--- config.mk ---
export PLATFORM = sky130hd
export DESIGN_NAME = csv_field_pattern_matcher_flat
export DESIGN_NICKNAME = d
export VERILOG_FILES = /design/src/rtl/core/cfpm_pkg.sv /design/src/rtl/core/cfpm_in_if.sv /design/src/rtl/core/cfpm_out_if.sv /design/src/rtl/core/csv_field_pattern_matcher.sv /design/src/flat_wrapper.sv
export SDC_FILE = /design/constraint.sdc
export NUM_CORES = 1
export LEC_CHECK = 0
export BUFFER_PORTS_ARGS = -buffer_cell sky130_fd_sc_hd__buf_2
export CORE_UTILIZATION = 30
export DETAILED_ROUTE_END_ITERATION = 10
export PLACE_DENSITY = 0.51
export RECOVER_POWER = 100
export REMOVE_ABC_BUFFERS = 1
export SYNTH_ARGS = -nofsm -noshare
export SYNTH_HDL_FRONTEND = slang
export SYNTH_SLANG_ARGS = --single-unit
--- constraint.sdc ---
create_clock -name clk -period 3.8 [get_ports clk]
set_input_delay 0.76 -clock clk [delete_from_list [all_inputs] [get_ports clk]]
set_output_delay 0.76 -clock clk [all_outputs]
set_load 0.1 [all_outputs]
--- src/rtl/core/cfpm_pkg.sv ---
package cfpm_pkg;

  localparam int PatternMax = 32;
  localparam int PosSat     = 33;
  localparam int FieldSat   = 15;

  localparam logic [7:0] SepByte = 8'd44;
  localparam logic [7:0] EolByte = 8'd10;

  typedef logic [7:0]  text_byte_t;
  typedef logic [15:0] line_index_t;
  typedef logic [63:0] cfg_data_t;
  typedef logic [5:0]  cfg_addr_t;

  typedef enum logic [2:0] {
    RegMatchColumn   = 3'd0,
    RegCaseSensitive = 3'd1,
    RegPatternLength = 3'd2,
    RegPatternWord0  = 3'd3,
    RegPatternWord1  = 3'd4,
    RegPatternWord2  = 3'd5,
    RegPatternWord3  = 3'd6
  } cfg_reg_t;

  // ASCII upper case to lower case, everything else unchanged
  function automatic text_byte_t fold_byte(input text_byte_t b);
    text_byte_t r;
    r = b;
    if (b inside {[8'd65:8'd90]}) begin
      r = b + 8'd32;
    end
    return r;
  endfunction

endpackage

--- src/rtl/core/cfpm_in_if.sv ---
interface cfpm_in_if;
  logic                  valid;
  logic                  ready;
  cfpm_pkg::text_byte_t  data_byte;
  logic                  last_byte;

  modport source (output valid, output data_byte, output last_byte, input ready);
  modport sink   (input valid, input data_byte, input last_byte, output ready);
endinterface

--- src/rtl/core/cfpm_out_if.sv ---
interface cfpm_out_if;
  logic                   valid;
  logic                   ready;
  logic                   line_match;
  cfpm_pkg::line_index_t  line_index;

  modport source (output valid, output line_match, output line_index, input ready);
  modport sink   (input valid, input line_match, input line_index, output ready);
endinterface

--- src/rtl/core/csv_field_pattern_matcher.sv ---
// CSV column filter: takes one text byte per cycle, splits lines at commas (empty fields are
// skipped and not counted), compares the non-empty field numbered match_column with a pattern
// of up to 32 bytes, exactly or ASCII case-insensitively, and at each newline or last-flagged
// byte returns one word holding the line's match flag and a wrapping 16-bit line number.
// Throughput is one byte per cycle while input is not held off: all field tracking and the
// byte compare sit in one stage behind the field-state registers. The byte that ends a line
// writes its result into a two-entry output buffer (main entry, or skid entry while the main
// entry is not taken), so input is held off only while both entries are occupied. Configuration
// registers are 64 bits at byte address 8*index and must be written while no line is in flight.
module csv_field_pattern_matcher (
  input  logic                 clk,
  input  logic                 rst_n,
  cfpm_in_if.sink              in_ch,
  cfpm_out_if.source           out_ch,
  input  logic                 psel,
  input  logic                 penable,
  input  logic                 pwrite,
  input  cfpm_pkg::cfg_addr_t  paddr,
  input  cfpm_pkg::cfg_data_t  pwdata,
  output cfpm_pkg::cfg_data_t  prdata,
  output logic                 pready
);

  // configuration
  logic [3:0]        match_column_r;
  logic              case_sensitive_r;
  logic [5:0]        pattern_length_r;
  logic [3:0][63:0]  pattern_words_r;
  logic [31:0][7:0]  pattern_bytes;
  logic              cfg_write;
  cfpm_pkg::cfg_reg_t cfg_sel;

  // line state
  logic [3:0]  field_counter_r,     field_counter_nxt;
  logic [5:0]  char_position_r,     char_position_nxt;
  logic        in_field_r,          in_field_nxt;
  logic        field_still_equal_r, field_still_equal_nxt;
  logic        line_matched_r,      line_matched_nxt;
  logic [15:0] line_counter_r,      line_counter_nxt;

  // output buffer
  logic        out_valid_r, skid_valid_r;
  logic        out_match_r, skid_match_r;
  logic [15:0] out_index_r, skid_index_r;

  logic        accept, push, pop;
  logic        is_eol, is_sep, line_end;
  logic        plen_ok, hit_open, hit_after;
  logic [3:0]  fc_start, fc_a;
  logic [5:0]  cp_start, cp_text, cp_a;
  logic        eq_start, eq_text, eq_a, inf_a, lm_a;
  logic        in_range, byte_eq;
  logic [7:0]  pat_b, txt_b;
  logic        res_match;

  assign pattern_bytes = pattern_words_r;
  assign cfg_write     = psel & penable & pwrite & pready;
  assign cfg_sel       = cfpm_pkg::cfg_reg_t'(paddr[5:3]);
  assign pready        = 1'b1;

  always_ff @(posedge clk) begin
    if (!rst_n) begin
      match_column_r   <= 4'd1;
      case_sensitive_r <= 1'b0;
      pattern_length_r <= '0;
      pattern_words_r  <= '0;
    end else if (cfg_write) begin
      case (cfg_sel)
        cfpm_pkg::RegMatchColumn:   match_column_r     <= pwdata[3:0];
        cfpm_pkg::RegCaseSensitive: case_sensitive_r   <= pwdata[0];
        cfpm_pkg::RegPatternLength: pattern_length_r   <= pwdata[5:0];
        cfpm_pkg::RegPatternWord0:  pattern_words_r[0] <= pwdata;
        cfpm_pkg::RegPatternWord1:  pattern_words_r[1] <= pwdata;
        cfpm_pkg::RegPatternWord2:  pattern_words_r[2] <= pwdata;
        cfpm_pkg::RegPatternWord3:  pattern_words_r[3] <= pwdata;
        default: ;
      endcase
    end
  end

  always_comb begin
    case (cfg_sel)
      cfpm_pkg::RegMatchColumn:   prdata = {60'd0, match_column_r};
      cfpm_pkg::RegCaseSensitive: prdata = {63'd0, case_sensitive_r};
      cfpm_pkg::RegPatternLength: prdata = {58'd0, pattern_length_r};
      cfpm_pkg::RegPatternWord0:  prdata = pattern_words_r[0];
      cfpm_pkg::RegPatternWord1:  prdata = pattern_words_r[1];
      cfpm_pkg::RegPatternWord2:  prdata = pattern_words_r[2];
      cfpm_pkg::RegPatternWord3:  prdata = pattern_words_r[3];
      default:                    prdata = '0;
    endcase
  end

  // handshake: hold input only when both output entries are taken
  assign in_ch.ready = !skid_valid_r;
  assign accept      = in_ch.valid & in_ch.ready;
  assign pop         = out_valid_r & out_ch.ready;

  assign is_eol   = (in_ch.data_byte == cfpm_pkg::EolByte);
  assign is_sep   = (in_ch.data_byte == cfpm_pkg::SepByte);
  assign line_end = is_eol | in_ch.last_byte;
  assign push     = accept & line_end;

  assign plen_ok  = (pattern_length_r != 6'd0) &&
                    (pattern_length_r <= 6'(cfpm_pkg::PatternMax));
  assign hit_open = in_field_r && (field_counter_r == match_column_r) &&
                    field_still_equal_r && plen_ok &&
                    (char_position_r == pattern_length_r);

  // text byte: open a field if none is open, then compare at the current position
  always_comb begin
    if (in_field_r) begin
      fc_start = field_counter_r;
      cp_start = char_position_r;
      eq_start = field_still_equal_r;
    end else begin
      fc_start = (field_counter_r == 4'(cfpm_pkg::FieldSat)) ? field_counter_r
                                                             : field_counter_r + 4'd1;
      cp_start = '0;
      eq_start = 1'b1;
    end
    in_range = (cp_start < pattern_length_r) && (cp_start < 6'(cfpm_pkg::PatternMax));
    pat_b    = pattern_bytes[cp_start[4:0]];
    txt_b    = in_ch.data_byte;
    if (!case_sensitive_r) begin
      pat_b = cfpm_pkg::fold_byte(pat_b);
      txt_b = cfpm_pkg::fold_byte(txt_b);
    end
    byte_eq  = (pat_b == txt_b);
    eq_text  = eq_start & in_range & byte_eq;
    cp_text  = (cp_start < 6'(cfpm_pkg::PosSat)) ? cp_start + 6'd1 : cp_start;
  end

  // state once the byte itself is taken, before any line end
  always_comb begin
    fc_a  = field_counter_r;
    cp_a  = char_position_r;
    inf_a = in_field_r;
    eq_a  = field_still_equal_r;
    lm_a  = line_matched_r;
    if (is_eol) begin
      // nothing changes; the line end closes the field
    end else if (is_sep) begin
      inf_a = 1'b0;
      lm_a  = line_matched_r | hit_open;
    end else begin
      fc_a  = fc_start;
      cp_a  = cp_text;
      inf_a = 1'b1;
      eq_a  = eq_text;
    end
    hit_after = inf_a && (fc_a == match_column_r) && eq_a && plen_ok &&
                (cp_a == pattern_length_r);
    res_match = lm_a | hit_after;
  end

  always_comb begin
    field_counter_nxt     = field_counter_r;
    char_position_nxt     = char_position_r;
    in_field_nxt          = in_field_r;
    field_still_equal_nxt = field_still_equal_r;
    line_matched_nxt      = line_matched_r;
    line_counter_nxt      = line_counter_r;
    if (accept) begin
      if (line_end) begin
        field_counter_nxt     = '0;
        char_position_nxt     = '0;
        in_field_nxt          = 1'b0;
        field_still_equal_nxt = 1'b1;
        line_matched_nxt      = 1'b0;
        line_counter_nxt      = line_counter_r + 16'd1;
      end else begin
        field_counter_nxt     = fc_a;
        char_position_nxt     = cp_a;
        in_field_nxt          = inf_a;
        field_still_equal_nxt = eq_a;
        line_matched_nxt      = lm_a;
      end
    end
  end

  always_ff @(posedge clk) begin
    if (!rst_n) begin
      field_counter_r     <= '0;
      char_position_r     <= '0;
      in_field_r          <= 1'b0;
      field_still_equal_r <= 1'b1;
      line_matched_r      <= 1'b0;
      line_counter_r      <= '0;
    end else begin
      field_counter_r     <= field_counter_nxt;
      char_position_r     <= char_position_nxt;
      in_field_r          <= in_field_nxt;
      field_still_equal_r <= field_still_equal_nxt;
      line_matched_r      <= line_matched_nxt;
      line_counter_r      <= line_counter_nxt;
    end
  end

  // output buffer control
  always_ff @(posedge clk) begin
    if (!rst_n) begin
      out_valid_r  <= 1'b0;
      skid_valid_r <= 1'b0;
    end else if (skid_valid_r) begin
      if (pop) begin
        skid_valid_r <= 1'b0;
      end
    end else if (push) begin
      if (out_valid_r && !pop) begin
        skid_valid_r <= 1'b1;
      end else begin
        out_valid_r <= 1'b1;
      end
    end else if (pop) begin
      out_valid_r <= 1'b0;
    end
  end

  // output buffer words
  always_ff @(posedge clk) begin
    if (skid_valid_r) begin
      if (pop) begin
        out_match_r <= skid_match_r;
        out_index_r <= skid_index_r;
      end
    end else if (push) begin
      if (out_valid_r && !pop) begin
        skid_match_r <= res_match;
        skid_index_r <= line_counter_r;
      end else begin
        out_match_r <= res_match;
        out_index_r <= line_counter_r;
      end
    end
  end

  assign out_ch.valid      = out_valid_r;
  assign out_ch.line_match = out_match_r;
  assign out_ch.line_index = out_index_r;

  a_skid_needs_main: assert property (@(posedge clk) disable iff (!rst_n)
    skid_valid_r |-> out_valid_r)
    else $error("skid entry held without a main output entry");

  a_line_count_step: assert property (@(posedge clk) disable iff (!rst_n)
    push |=> (line_counter_r == $past(line_counter_r) + 16'd1))
    else $error("line counter did not advance by one at line end");

  a_open_field_counted: assert property (@(posedge clk) disable iff (!rst_n)
    in_field_r |-> (field_counter_r != 4'd0))
    else $error("open field with zero field count");

  a_position_saturates: assert property (@(posedge clk) disable iff (!rst_n)
    char_position_r <= 6'(cfpm_pkg::PosSat))
    else $error("character position beyond saturation");

  a_no_push_when_full: assert property (@(posedge clk) disable iff (!rst_n)
    skid_valid_r && !pop |=> skid_valid_r)
    else $error("buffered word dropped while output stalled");

endmodule
--- src/flat_wrapper.sv ---
// flat-port wrapper written by rule: the top's interface ports become plain ports
module csv_field_pattern_matcher_flat 
  (clk, rst_n, psel, penable, pwrite, paddr, pwdata, prdata, pready, in_ch_valid, in_ch_data_byte, in_ch_last_byte, in_ch_ready, out_ch_valid, out_ch_line_match, out_ch_line_index, out_ch_ready);
  cfpm_in_if in_ch_i ();
  cfpm_out_if out_ch_i ();
  input  logic clk;
  input  logic rst_n;
  input  logic psel;
  input  logic penable;
  input  logic pwrite;
  input  cfpm_pkg::cfg_addr_t paddr;
  input  cfpm_pkg::cfg_data_t pwdata;
  output cfpm_pkg::cfg_data_t prdata;
  output logic pready;
  input wire logic [$bits(in_ch_i.valid)-1:0] in_ch_valid;
  input wire logic [$bits(in_ch_i.data_byte)-1:0] in_ch_data_byte;
  input wire logic [$bits(in_ch_i.last_byte)-1:0] in_ch_last_byte;
  output wire logic [$bits(in_ch_i.ready)-1:0] in_ch_ready;
  output wire logic [$bits(out_ch_i.valid)-1:0] out_ch_valid;
  output wire logic [$bits(out_ch_i.line_match)-1:0] out_ch_line_match;
  output wire logic [$bits(out_ch_i.line_index)-1:0] out_ch_line_index;
  input wire logic [$bits(out_ch_i.ready)-1:0] out_ch_ready;
  assign in_ch_i.valid = in_ch_valid;
  assign in_ch_i.data_byte = in_ch_data_byte;
  assign in_ch_i.last_byte = in_ch_last_byte;
  assign in_ch_ready = in_ch_i.ready;
  assign out_ch_valid = out_ch_i.valid;
  assign out_ch_line_match = out_ch_i.line_match;
  assign out_ch_line_index = out_ch_i.line_index;
  assign out_ch_i.ready = out_ch_ready;
  csv_field_pattern_matcher u_core (.clk(clk), .rst_n(rst_n), .in_ch(in_ch_i), .out_ch(out_ch_i), .psel(psel), .penable(penable), .pwrite(pwrite), .paddr(paddr), .pwdata(pwdata), .prdata(prdata), .pready(pready));
endmodule
# Word level (Yosys, flattened, before mapping)
# Cells that the tools add are included.
[op_classes]
n_addsub = 5
magnitude_cmp = 9
n_eq_ne = 17
n_mux = 42
bitwise = 11
reduce_logical = 30
[ops]
columns = ["cell", "count"]
rows = [
  ["one-hot mux 64 bit (7 select lines)", 1],
  ["2-to-1 mux 16 bit", 4],
  ["binary-select mux 8 bit (select 5 bit)", 1],
  ["2-to-1 mux 8 bit", 5],
  ["2-to-1 mux 6 bit", 5],
  ["2-to-1 mux 1 bit", 21],
  ["2-to-1 mux 4 bit", 5],
  ["adder 16 x 1 -> 16 bit (second input constant)", 1],
  ["adder 8 x 6 -> 8 bit (second input constant)", 2],
  ["greater-or-equal comparator 8 x 7 -> 1 bit (second input constant)", 2],
  ["<= comparator 8 x 7 -> 1 bit (second input constant)", 2],
  ["AND reduction 2 bit", 8],
  ["logical AND 1 bit", 13],
  ["== test 6 bit", 2],
  ["less-than comparator 6 bit (second input constant)", 2],
  ["== test 3 bit (second input constant)", 3],
  ["AND reduction 3 bit", 3],
  ["== test 4 bit", 2],
  ["== test 8 x 4 -> 1 bit (second input constant)", 1],
  ["== test 8 x 6 -> 1 bit (second input constant)", 1],
  ["== test 8 bit", 1],
  ["bitwise AND 1 bit", 7],
  ["adder 6 x 1 -> 6 bit (second input constant)", 1],
  ["== test 3 x 2 -> 1 bit (second input constant)", 2],
  ["other kinds (14)", 19],
]
[word_totals]
reg_bits = 332
out_inout_bits = 84

# Logic depth before layout (Yosys ltp)
# Gate-level depths: netlist (run 1).
[depth]
word_depth = 18
ltp_mapped = 15
mapped_depth_nobuf = 13

# Least setup slack after synthesis (run 1)
# Ideal clock, no wire load.
[synth_path]
path_kind = "input to output"
startpoint = "input paddr[3]"
endpoint = "output prdata[0]"
arrival_time_ns = 3.390
t_required_ns = 3.040
slack_ns = -0.350
stages = 5
path_cell_list = "clkbuf_1 mux2i_1 nor2_1 a21oi_1 o21ai_0"
[synth_between]
elab_chain_cells = 2
word_cells_on_any_way = 8
classes_between = "eq/ne (6); mux (1); reduce/logical (1)"
[synth_rtl]
columns = ["item", "line", "rtl"]
rows = [
  ["from (decl)", "flat_wrapper.sv:11", "input cfpm_pkg::cfg_addr_t paddr;"],
  ["== test 3 bit (tied with other cells)", "csv_field_pattern_matcher.sv:82", "case (cfg_sel)"],
  ["one-hot mux 64 bit (7 select lines) *", "csv_field_pattern_matcher.sv:82", ""],
  ["to (decl)", "flat_wrapper.sv:13", "output cfpm_pkg::cfg_data_t prdata;"],
]
# Every way passes the cells marked *; elsewhere a longest branch is shown, timed or not.

# Worst setup path after layout (run 1)
[layout_path]
startpoint = "input paddr[3]"
endpoint = "output prdata[21]"
# Same word-level chain as after synthesis.

==> results of run 1 <==
==> routing by layer <==
layer  global-route usage, %  up-vias  routed length [um]
met5                       0        -                  41
met4                    8.03        6                2120
met3                    3.28      127                4300
met2                    34.8      645               29800
met1                    29.7     7891               29200
li1                        -     7577                   -
==> sequential cells by signal, indices dropped and copies added (netlist names), 4 cells and up <==
name,cells
u_core.skid_index_r,16
u_core.out_ch.line_index,16
u_core.pattern_bytes,256
u_core.match_column_r,4
u_core.field_counter_r,4
u_core.pattern_length_r,6
u_core.line_counter_r,16
u_core.char_position_r,6
==> cells by family after synthesis <==
| group | Yosys count |
|---|---|
| simple gates | 835 |
| compound gates | 587 |
| flops | 332 |
| buf+inv | 189 |
| mux | 94 |
| xor+xnor | 47 |
| fa+ha+maj | 11 |
| other cells | 1 |
==> path summary, 6_finish.rpt <==
check	end	start
worst max-delay path	prdata[21]	paddr[3]
worst min-delay path	u_core.skid_index_r[12]$_DFFE_PP_	u_core.line_counter_r[12]$_SDFFE_PN0P_
worst max register to register	u_core.out_ch.line_match$_DFFE_PP_	u_core.char_position_r[1]$_SDFFE_PN0P_
worst min register to register	u_core.skid_index_r[12]$_DFFE_PP_	u_core.line_counter_r[12]$_SDFFE_PN0P_
==> stage by stage <==
| step | cell area [um2] | cells | utilization (%) |
|---|---|---|---|
| floorplan | 16700 | 1932 | - |
| global placement | 20100 | 2925 | 35.4 |
| detailed placement | 20100 | 2925 | 35.4 |
| CTS | 21500 | 2998 | 37.7 |
| global route | 20800 | 2999 | 36.6 |
| finish | 20800 | 3001 | 36.6 |
==> layout make-up <==
cell class | instances | area, um2 | share of cell area, %
Inverter | 25 | 93.8 | 0.451
Sequential cell | 332 | 7000 | 33.6
Timing Repair Buffer | 237 | 1780 | 8.57
Clock buffer | 59 | 1180 | 5.69
Multi-Input combinational cell | 1575 | 9630 | 46.3
Antenna cell | 3 | 7.51 | 0.0361
Clock inverter | 14 | 174 | 0.835
Tap cell | 756 | 946 | 4.54
==> power by group through the flow <==
stage                     Clock (mW)  Combinational [mW]  Sequential (mW)
after floorplan                    0               0.267             3.76
after global placement             0               0.642             3.69
after detailed placement           0               0.646             3.69
after CTS                       4.07               0.648             3.61
after global routing            4.21               0.683             3.61
final                           3.99               0.645             3.61
==> cells in the mapped netlist, drive strengths merged, types with 3 or more instances <==
cell type  number
o221ai          5
dfxtp         298
o22ai          15
nand3          13
xnor2          29
a31oi           8
nor2b          39
a211oi         23
nand2         630
inv            24
ha             11
a221oi         18
nand3b         10
nand4           8
nand2b          9
a32oi           3
a21boi        258
a22oi         125
mux2           26
and2           31
a2111oi        11
nor3           10
mux4           12
a22o            5
and3           18
or2             9
buf            56
o211ai         10
a21oi          36
nor4           13
a221o           6
a21o            6
o21ai          35
edfxtp         34
nor2           35
o22a            4
xor2           18
clkbuf        108
mux2i          56
==> worst max-delay path: cells and delay by family <==
| kind | cells | cell delay [ps] |
|---|---|---|
| buf+inv | 3 | 1240 |
| simple gates | 3 | 700 |
| compound gates | 1 | 190 |
==> cells in the final DEF, fill, tap and decap left out, types with 35 or more instances in the layout <==
master / n
a22oi_1: 125
nand2_1: 626
buf_2: 81
buf_4: 60
dfxtp_1: 295
mux2i_1: 56
a21boi_0: 258
nor2_1: 35
nor2b_1: 39
clkbuf_16: 42
==> impl_metrics.ini, run 1 <==
[setup_path]
end_kind = output port
r2r_cells = 11
path_class = in2out
required_ps = 3040
rrSetupSlack_ps = 190
slowest_stage = clkbuf_2
arrival_ps = 2910
start_kind = primary input
cp_cell_sequence = buf_2 > nor2b_1 > and2_0 > clkbuf_2 > a22oi_1 > nand2_1 > buf_4
critPathMaxFanout = 23
slowest_delay_ps = 610

[power_and_ir_drop]
total_power_mw = 8.24
clkPwrFrac_pct = 48.4
seqPwrFrac_pct = 43.8
switching_share_pct = 25.3
p_leak_nw = 7.23
comb_power_share_pct = 7.8
irDropWorstVdd_uv = 255
intPower_mw = 6.15
powerDensity_mw_per_mm2 = 396
netSwitchingPower_mw = 2.09

[detailed_routing]
route.final.wire_length_mm = 65.4
drc = 0
vias_per_cell = 5.41
vias = 16200
drtAntennaViolNets = 0
dr.pass1.iters = 5
routedWlPerCell_um = 21.8
drt-initial-drc-count = 1449

[synth]
synth_largest_area_cell = dfxtp_1
synth-xor-area-share_pct = 2.36
ys_types = 77
synth-compound-area-share_pct = 25.0
synthAdderAreaFrac_pct = 0.790
syn-cell-area_mm2 = 0.0174
synth-simple-area-share_pct = 20.5
synthCells = 2096
seq_area_frac_synth_pct = 40.1
synth.mux.area_fraction_pct = 6.45
synthArstFlopShare_pct = 0
synth_edf_count = 34
synth-seq-cells = 332
synth_area_per_cell_um2 = 8.31
synth_top_family_by_area = compound AO/OA/AOI/OAI gates
synth_warnings = 0
synth_ff_type = dfxtp_1
yosys.area.top_type_share_pct = 34.2
synth_area_leaders = dfxtp_1, nand2_1, a21boi_0

[floorplanning]
die_area_mm2 = 0.0590
chipHeight_um = 243
io-pin-count = 170
num_rows = 87
start_util_pct = 30.6
die_x_um = 243
core_mm2 = 0.0569

[clocking]
cts_made_buffers = 40
clk_path_buf_depth = 3
cts_tree = done
cts_hold_repair.buffers = 0
cts.sinks = 332
insertion_delay_ps = 570
root_buffer = clkbuf_16
clk_pin_slew_ps = 60
cts_resized = 0
postCtsSetupBuffers = 0
htree_levels = 2

[place]
place_ws_ps = 283
io_buffers = 165
hpwl_mm = 42.6
gp_congestion = 0.901

[sta]
fin_skew_ps = 35.6
setup_tns_ps = 0
setup_violations = 0
period_share_pct = 96.5
max_clock_freq_ghz = 0.273
hold_violations = 0
fin_crit_ps = 3670
slew_headroom_pct = -76.2
hold-worst-slack_ps = 440
slew_violations = 132
worst_pin_slew_ps = 2640
grt_setup_unrepaired = false
layout_setup_ws_ps = 132

[layout]
drive_gt1_share_pct = 15.4
area_growth_pct = 19.5
fillCellCount = 5833
fin_nets = 2308

[grt]
grt-ovfl-total = 0
antenna_found_initial = 6
grt_pass1_vias = 16000
grt_usage_pct = 21.8
grt_pass1_wl_mm = 99.9
grt_max_degree = 133

[outcome]
status = finished, violations left
violations = max-capacitance violations, max-slew violations

[job]
drv_cap = 1

[worst_hold_path]
hold_path_depth = 0
hold_class = reg2reg
Power figures use the tool's default switching activity.
==> run 2: changes to the inputs <==
CORE_UTILIZATION = 35   (was 30)
PLACE_DENSITY = 0.57   (was 0.51)
==> run 2 against run 1 <==
Effect of this change:
- the flow now finishes without violations
- worst hold slack got worse by 4.2 ps
- non-clock buffer count up 10
- clock skew down 10 ps
- highest routed layer is now met4
- largest cell class unchanged
==> impl_metrics.ini, run 2 (synthesis results as in run 1) <==
[clocking]
cts_hold_repair.buffers = 0
cts_made_buffers = 40
cts.sinks = 332
cts_resized = 0
cts_tree = done
htree_levels = 2
insertion_delay_ps = 590
root_buffer = clkbuf_16
postCtsSetupBuffers = 0
clk_pin_slew_ps = 60
clk_path_buf_depth = 3

[setup_path]
required_ps = 3040
path_class = in2out
cp_cell_sequence = buf_2 > clkbuf_1 > nor2b_1 > and2_2 > buf_6 > a22oi_1 > nand2_1 > buf_4
r2r_cells = 12
slowest_delay_ps = 500
slowest_stage = buf_6
arrival_ps = 2940
end_kind = output port
critPathMaxFanout = 48
start_kind = primary input
rr_endpoint = u_core.out_ch.line_match$_DFFE_PP_
timing.rr.start = u_core.char_position_r[1]$_SDFFE_PN0P_
rrSetupSlack_ps = 180

[grt]
antenna_found_initial = 3
grt_max_degree = 103
grt_pass1_vias = 15700
grt_pass1_wl_mm = 96.6
grt_usage_pct = 24.8
grt-ovfl-total = 0

[power_and_ir_drop]
p_leak_nw = 7.20
total_power_mw = 8.25
irDropWorstVdd_uv = 265
powerDensity_mw_per_mm2 = 401

[place]
gp_congestion = 0.890
io_buffers = 165
hpwl_mm = 41.9

[sta]
fin_crit_ps = 3700
slew_headroom_pct = 4.20
grt_setup_unrepaired = false
setup_tns_ps = 0
hold_violations = 0
slew_violations = 0
worst_pin_slew_ps = 1440
period_share_pct = 97.5
max_clock_freq_ghz = 0.270
fin_skew_ps = 25.4
setup_violations = 0

[detailed_routing]
routedWlPerCell_um = 21.8
drt-initial-drc-count = 1559
route.final.wire_length_mm = 63.6
vias = 16200
dr.pass1.iters = 5
drc = 0
drtAntennaViolNets = 0
vias_per_cell = 5.55

[job]
drv_cap = 0

[worst_hold_path]
hp-start = u_core.line_counter_r[12]$_SDFFE_PN0P_
hold_path_depth = 0
hold_class = reg2reg
hold_end = u_core.skid_index_r[12]$_DFFE_PP_

[layout]
fin_nets = 2318
final_cell_mix = nand2_1, dfxtp_1, a21boi_0
area_growth_pct = 18.3
drive_gt1_share_pct = 15.2
layout_commonest_cell = nand2_1
largest_reg_flops = 256

[floorplanning]
die_area_mm2 = 0.0507
start_util_pct = 35.5
io-pin-count = 170
chipHeight_um = 225
num_rows = 81
core_mm2 = 0.0491
die_x_um = 225

[outcome]
status = finished, final reports clean
==> run 2: layer usage <==
metal | GRT usage [%] | share of wire, % | vias to the layer above
li1 | - | - | 7604
met1 | 33.3 | 43 | 7755
met2 | 39.5 | 45 | 698
met3 | 4.65 | 7.7 | 123
met4 | 9.11 | 3.4 | 0
met5 | 0 | 0 | -
==> run 2: report_power, final <==
| group | total, mW | switching (mW) | internal, mW |
|---|---|---|---|
| Combinational | 0.644 | 0.442 | 0.202 |
| Sequential | 3.61 | 0.0381 | 3.57 |
| Clock | 4.00 | 1.61 | 2.39 |
| Total | 8.25 | 2.09 | 6.16 |
==> run 2: worst max path at each step <==
stage                                                start                            endpoint  depth (start not counted)
floorplan           u_core.char_position_r[0]$_SDFFE_PN0P_  u_core.out_ch.line_match$_DFFE_PP_                         11
global placement                        in_ch_data_byte[2]  u_core.out_ch.line_match$_DFFE_PP_                         11
detailed placement                      in_ch_data_byte[2]  u_core.out_ch.line_match$_DFFE_PP_                         11
CTS                 u_core.char_position_r[1]$_SDFFE_PN0P_  u_core.out_ch.line_match$_DFFE_PP_                         11
global route        u_core.char_position_r[1]$_SDFFE_PN0P_  u_core.out_ch.line_match$_DFFE_PP_                         12
finish                                            paddr[4]                          prdata[21]                          8
==> run 2: critical path: cells and delay by family <==
kind,cells,cell delay (ps)
compound gates,1,180
buf+inv,4,1190
simple gates,3,760
==> run 2: final cells by class <==
class,count,area (um2)
Antenna cell,3,7.51
Clock inverter,18,258
Clock buffer,53,1100
Inverter,25,93.8
Timing Repair Buffer,247,1710
Multi-Input combinational cell,1575,9610
Fill cell,4899,28500
Tap cell,664,831
Sequential cell,332,7000
==> run 2: through the flow <==
stage	util [%]	instances	instance area [um2]	hold WS (ps)	worst slack [ps]
after floorplan	-	1932	16700	408	-1960
after global placement	40.9	2843	20100	410	293
after detailed placement	40.9	2843	20100	425	231
after CTS	43.7	2914	21400	427	267
after global routing	42.0	2916	20600	449	28.2
final	42.0	2917	20600	436	95.5
==> run 3: changes to the inputs <==
CTS_BUF_LIST = sky130_fd_sc_hd__clkbuf_16   (was default)
PLACE_DENSITY = default   (was 0.57)
PLACE_DENSITY_LB_ADDON = 0.15   (was default)
==> run 3 against run 2 <==
Effect of this change:
- the flow now finishes with violations (max-capacitance violations, max-slew violations)
- combinational power hardly changed
- power down 6.0%
- sequential cell count is the same
- largest cell class unchanged
- non-clock buffer count rose by 2
- critical path depth decreased by 1
- sequential share of layout area increased by 0.058 points
==> impl_metrics.ini, run 3 (synthesis results as in run 1) <==
[place]
dp.cells = 2845
io_buffers = 165
gp_congestion = 0.908
hpwl_mm = 42.5
postPlaceCellArea_mm2 = 0.0201

[layout]
area_growth_pct = 18.0
final_cell_mix = nand2_1, dfxtp_1, a21boi_0
drive_gt1_share_pct = 15.3
layout.cells.non_filler = 2914
finalInstanceArea_mm2 = 0.0206
fin_nets = 2319
largest_reg_flops = 256
layout_commonest_cell = nand2_1

[worst_hold_path]
hp-start = u_core.line_counter_r[12]$_SDFFE_PN0P_
hold_end = u_core.skid_index_r[12]$_DFFE_PP_
hold_path_depth = 0
hold_class = reg2reg

[detailed_routing]
drc = 0
drt-initial-drc-count = 1438
vias = 16100
drtAntennaViolNets = 0
route.final.wire_length_mm = 63.9
dr.pass1.iters = 5
vias_per_cell = 5.52
routedWlPerCell_um = 21.9

[clocking]
cts_tree = done
postCtsSetupBuffers = 0
root_buffer = clkbuf_16
insertion_delay_ps = 560
htree_levels = 2
cts.sinks = 332
clk_pin_slew_ps = 60
clk_path_buf_depth = 3
cts_made_buffers = 39

[floorplanning]
die_x_um = 225
core_mm2 = 0.0491
die_area_mm2 = 0.0507
chipHeight_um = 225
io-pin-count = 170
start_util_pct = 35.5
num_rows = 81

[sta]
hold-worst-slack_ps = 434
hold_violations = 0
period_share_pct = 98.6
worst_pin_slew_ps = 1840
fin_skew_ps = 16.6
grt_setup_unrepaired = false
slew_violations = 191
slew_headroom_pct = -22.6
fin_crit_ps = 3750
setup_violations = 0
setup_tns_ps = 0
max_clock_freq_ghz = 0.267

[power_and_ir_drop]
p_leak_nw = 7.21
irDropWorstVdd_uv = 209
powerDensity_mw_per_mm2 = 377

[grt]
grt_usage_pct = 25.0
grt-ovfl-total = 0
grt_pass1_wl_mm = 97.2
antenna_found_initial = 2
grt_max_degree = 100
grt_pass1_vias = 15600

[setup_path]
end_kind = output port
arrival_ps = 2990
r2r_cells = 11
timing.rr.start = u_core.in_field_r$_SDFFE_PN0P_
critPathMaxFanout = 24
required_ps = 3040
path_class = in2out
rrSetupSlack_ps = 210
rr_endpoint = u_core.out_ch.line_match$_DFFE_PP_
start_kind = primary input

[job]
drv_cap = 3

[outcome]
status = finished, violations left
violations = max-capacitance violations, max-slew violations
-- run 3: changes by cell type in the layout (fill, tap and decap cells not counted), moves of 3 or more --
| cell | delta |
|---|---|
| clkbuf_2 | -6 |
| buf_6 | +8 |
| and2_0 | -4 |
| inv_1 | +10 |
| buf_4 | +3 |
| clkbuf_8 | -5 |
| buf_8 | +3 |
| clkbuf_1 | -15 |
| and2_1 | +4 |
| clkinv_1 | +7 |
| buf_2 | -3 |
| bufinv_16 | -4 |
-- run 3: layout make-up --
cell class,instances,area (um2)
inverter,25,93.8
fill,5031,28500
multi-input combinational,1575,9630
clock buffer,41,1030
clock inverter,26,134
timing repair buffer,249,1850
antenna,2,5.00
sequential,332,7000
tap,664,831
-- run 3: worst max path at each step --
stage / slack, ps / start / cells after the start / end
6_report: 50 / paddr[3] / 7 / prdata[11]
5_1_grt: 0.03 / u_core.in_field_r$_SDFFE_PN0P_ / 11 / u_core.out_ch.line_match$_DFFE_PP_
4_1_cts: 240 / u_core.char_position_r[0]$_SDFFE_PN0P_ / 13 / u_core.out_ch.line_match$_DFFE_PP_
3_5_place_dp: 280 / u_core.char_position_r[0]$_SDFFE_PN0P_ / 12 / u_core.out_ch.line_match$_DFFE_PP_
3_3_place_gp: 360 / in_ch_data_byte[2] / 11 / u_core.out_ch.line_match$_DFFE_PP_
2_1_floorplan: -1960 / u_core.char_position_r[0]$_SDFFE_PN0P_ / 11 / u_core.out_ch.line_match$_DFFE_PP_
-- run 3: stage by stage --
stage	total power [mW]	worst slack, ps	util [%]
after floorplan	4.02	-1960	-
after global placement	4.33	362	41.0
after detailed placement	4.34	278	41.0
after CTS	7.84	236	43.4
after global routing	8.01	0.0302	41.9
final	7.76	52.1	41.9
-- run 3: repair_timing --
item                                   CTS  global route
hold buffers                             0             0
resized for setup                        0             1
setup endpoints to repair                0             1
endpoints found under the hold margin    0             0
-- run 3: critical path: stages --
cell	delay (ps)
clkbuf_1	320
nor2b_1	430
and2_2	290
buf_2	580
a22oi_1	140
nand2_1	220
buf_8	230
-- run 3: power breakdown --
part           internal (mW)  switching (mW)  total, mW
clock network           2.00            1.50       3.50
registers               3.57          0.0377       3.61
logic                  0.204           0.441      0.645
-- run 3: routing by layer --
metal	wire length [um]	part of all wire, %	global-route usage [%]
met5	0	0	0
met3	4210	6.6	3.95
met1	28400	44	33.9
met4	1490	2.3	7.20
met2	29800	47	40.9
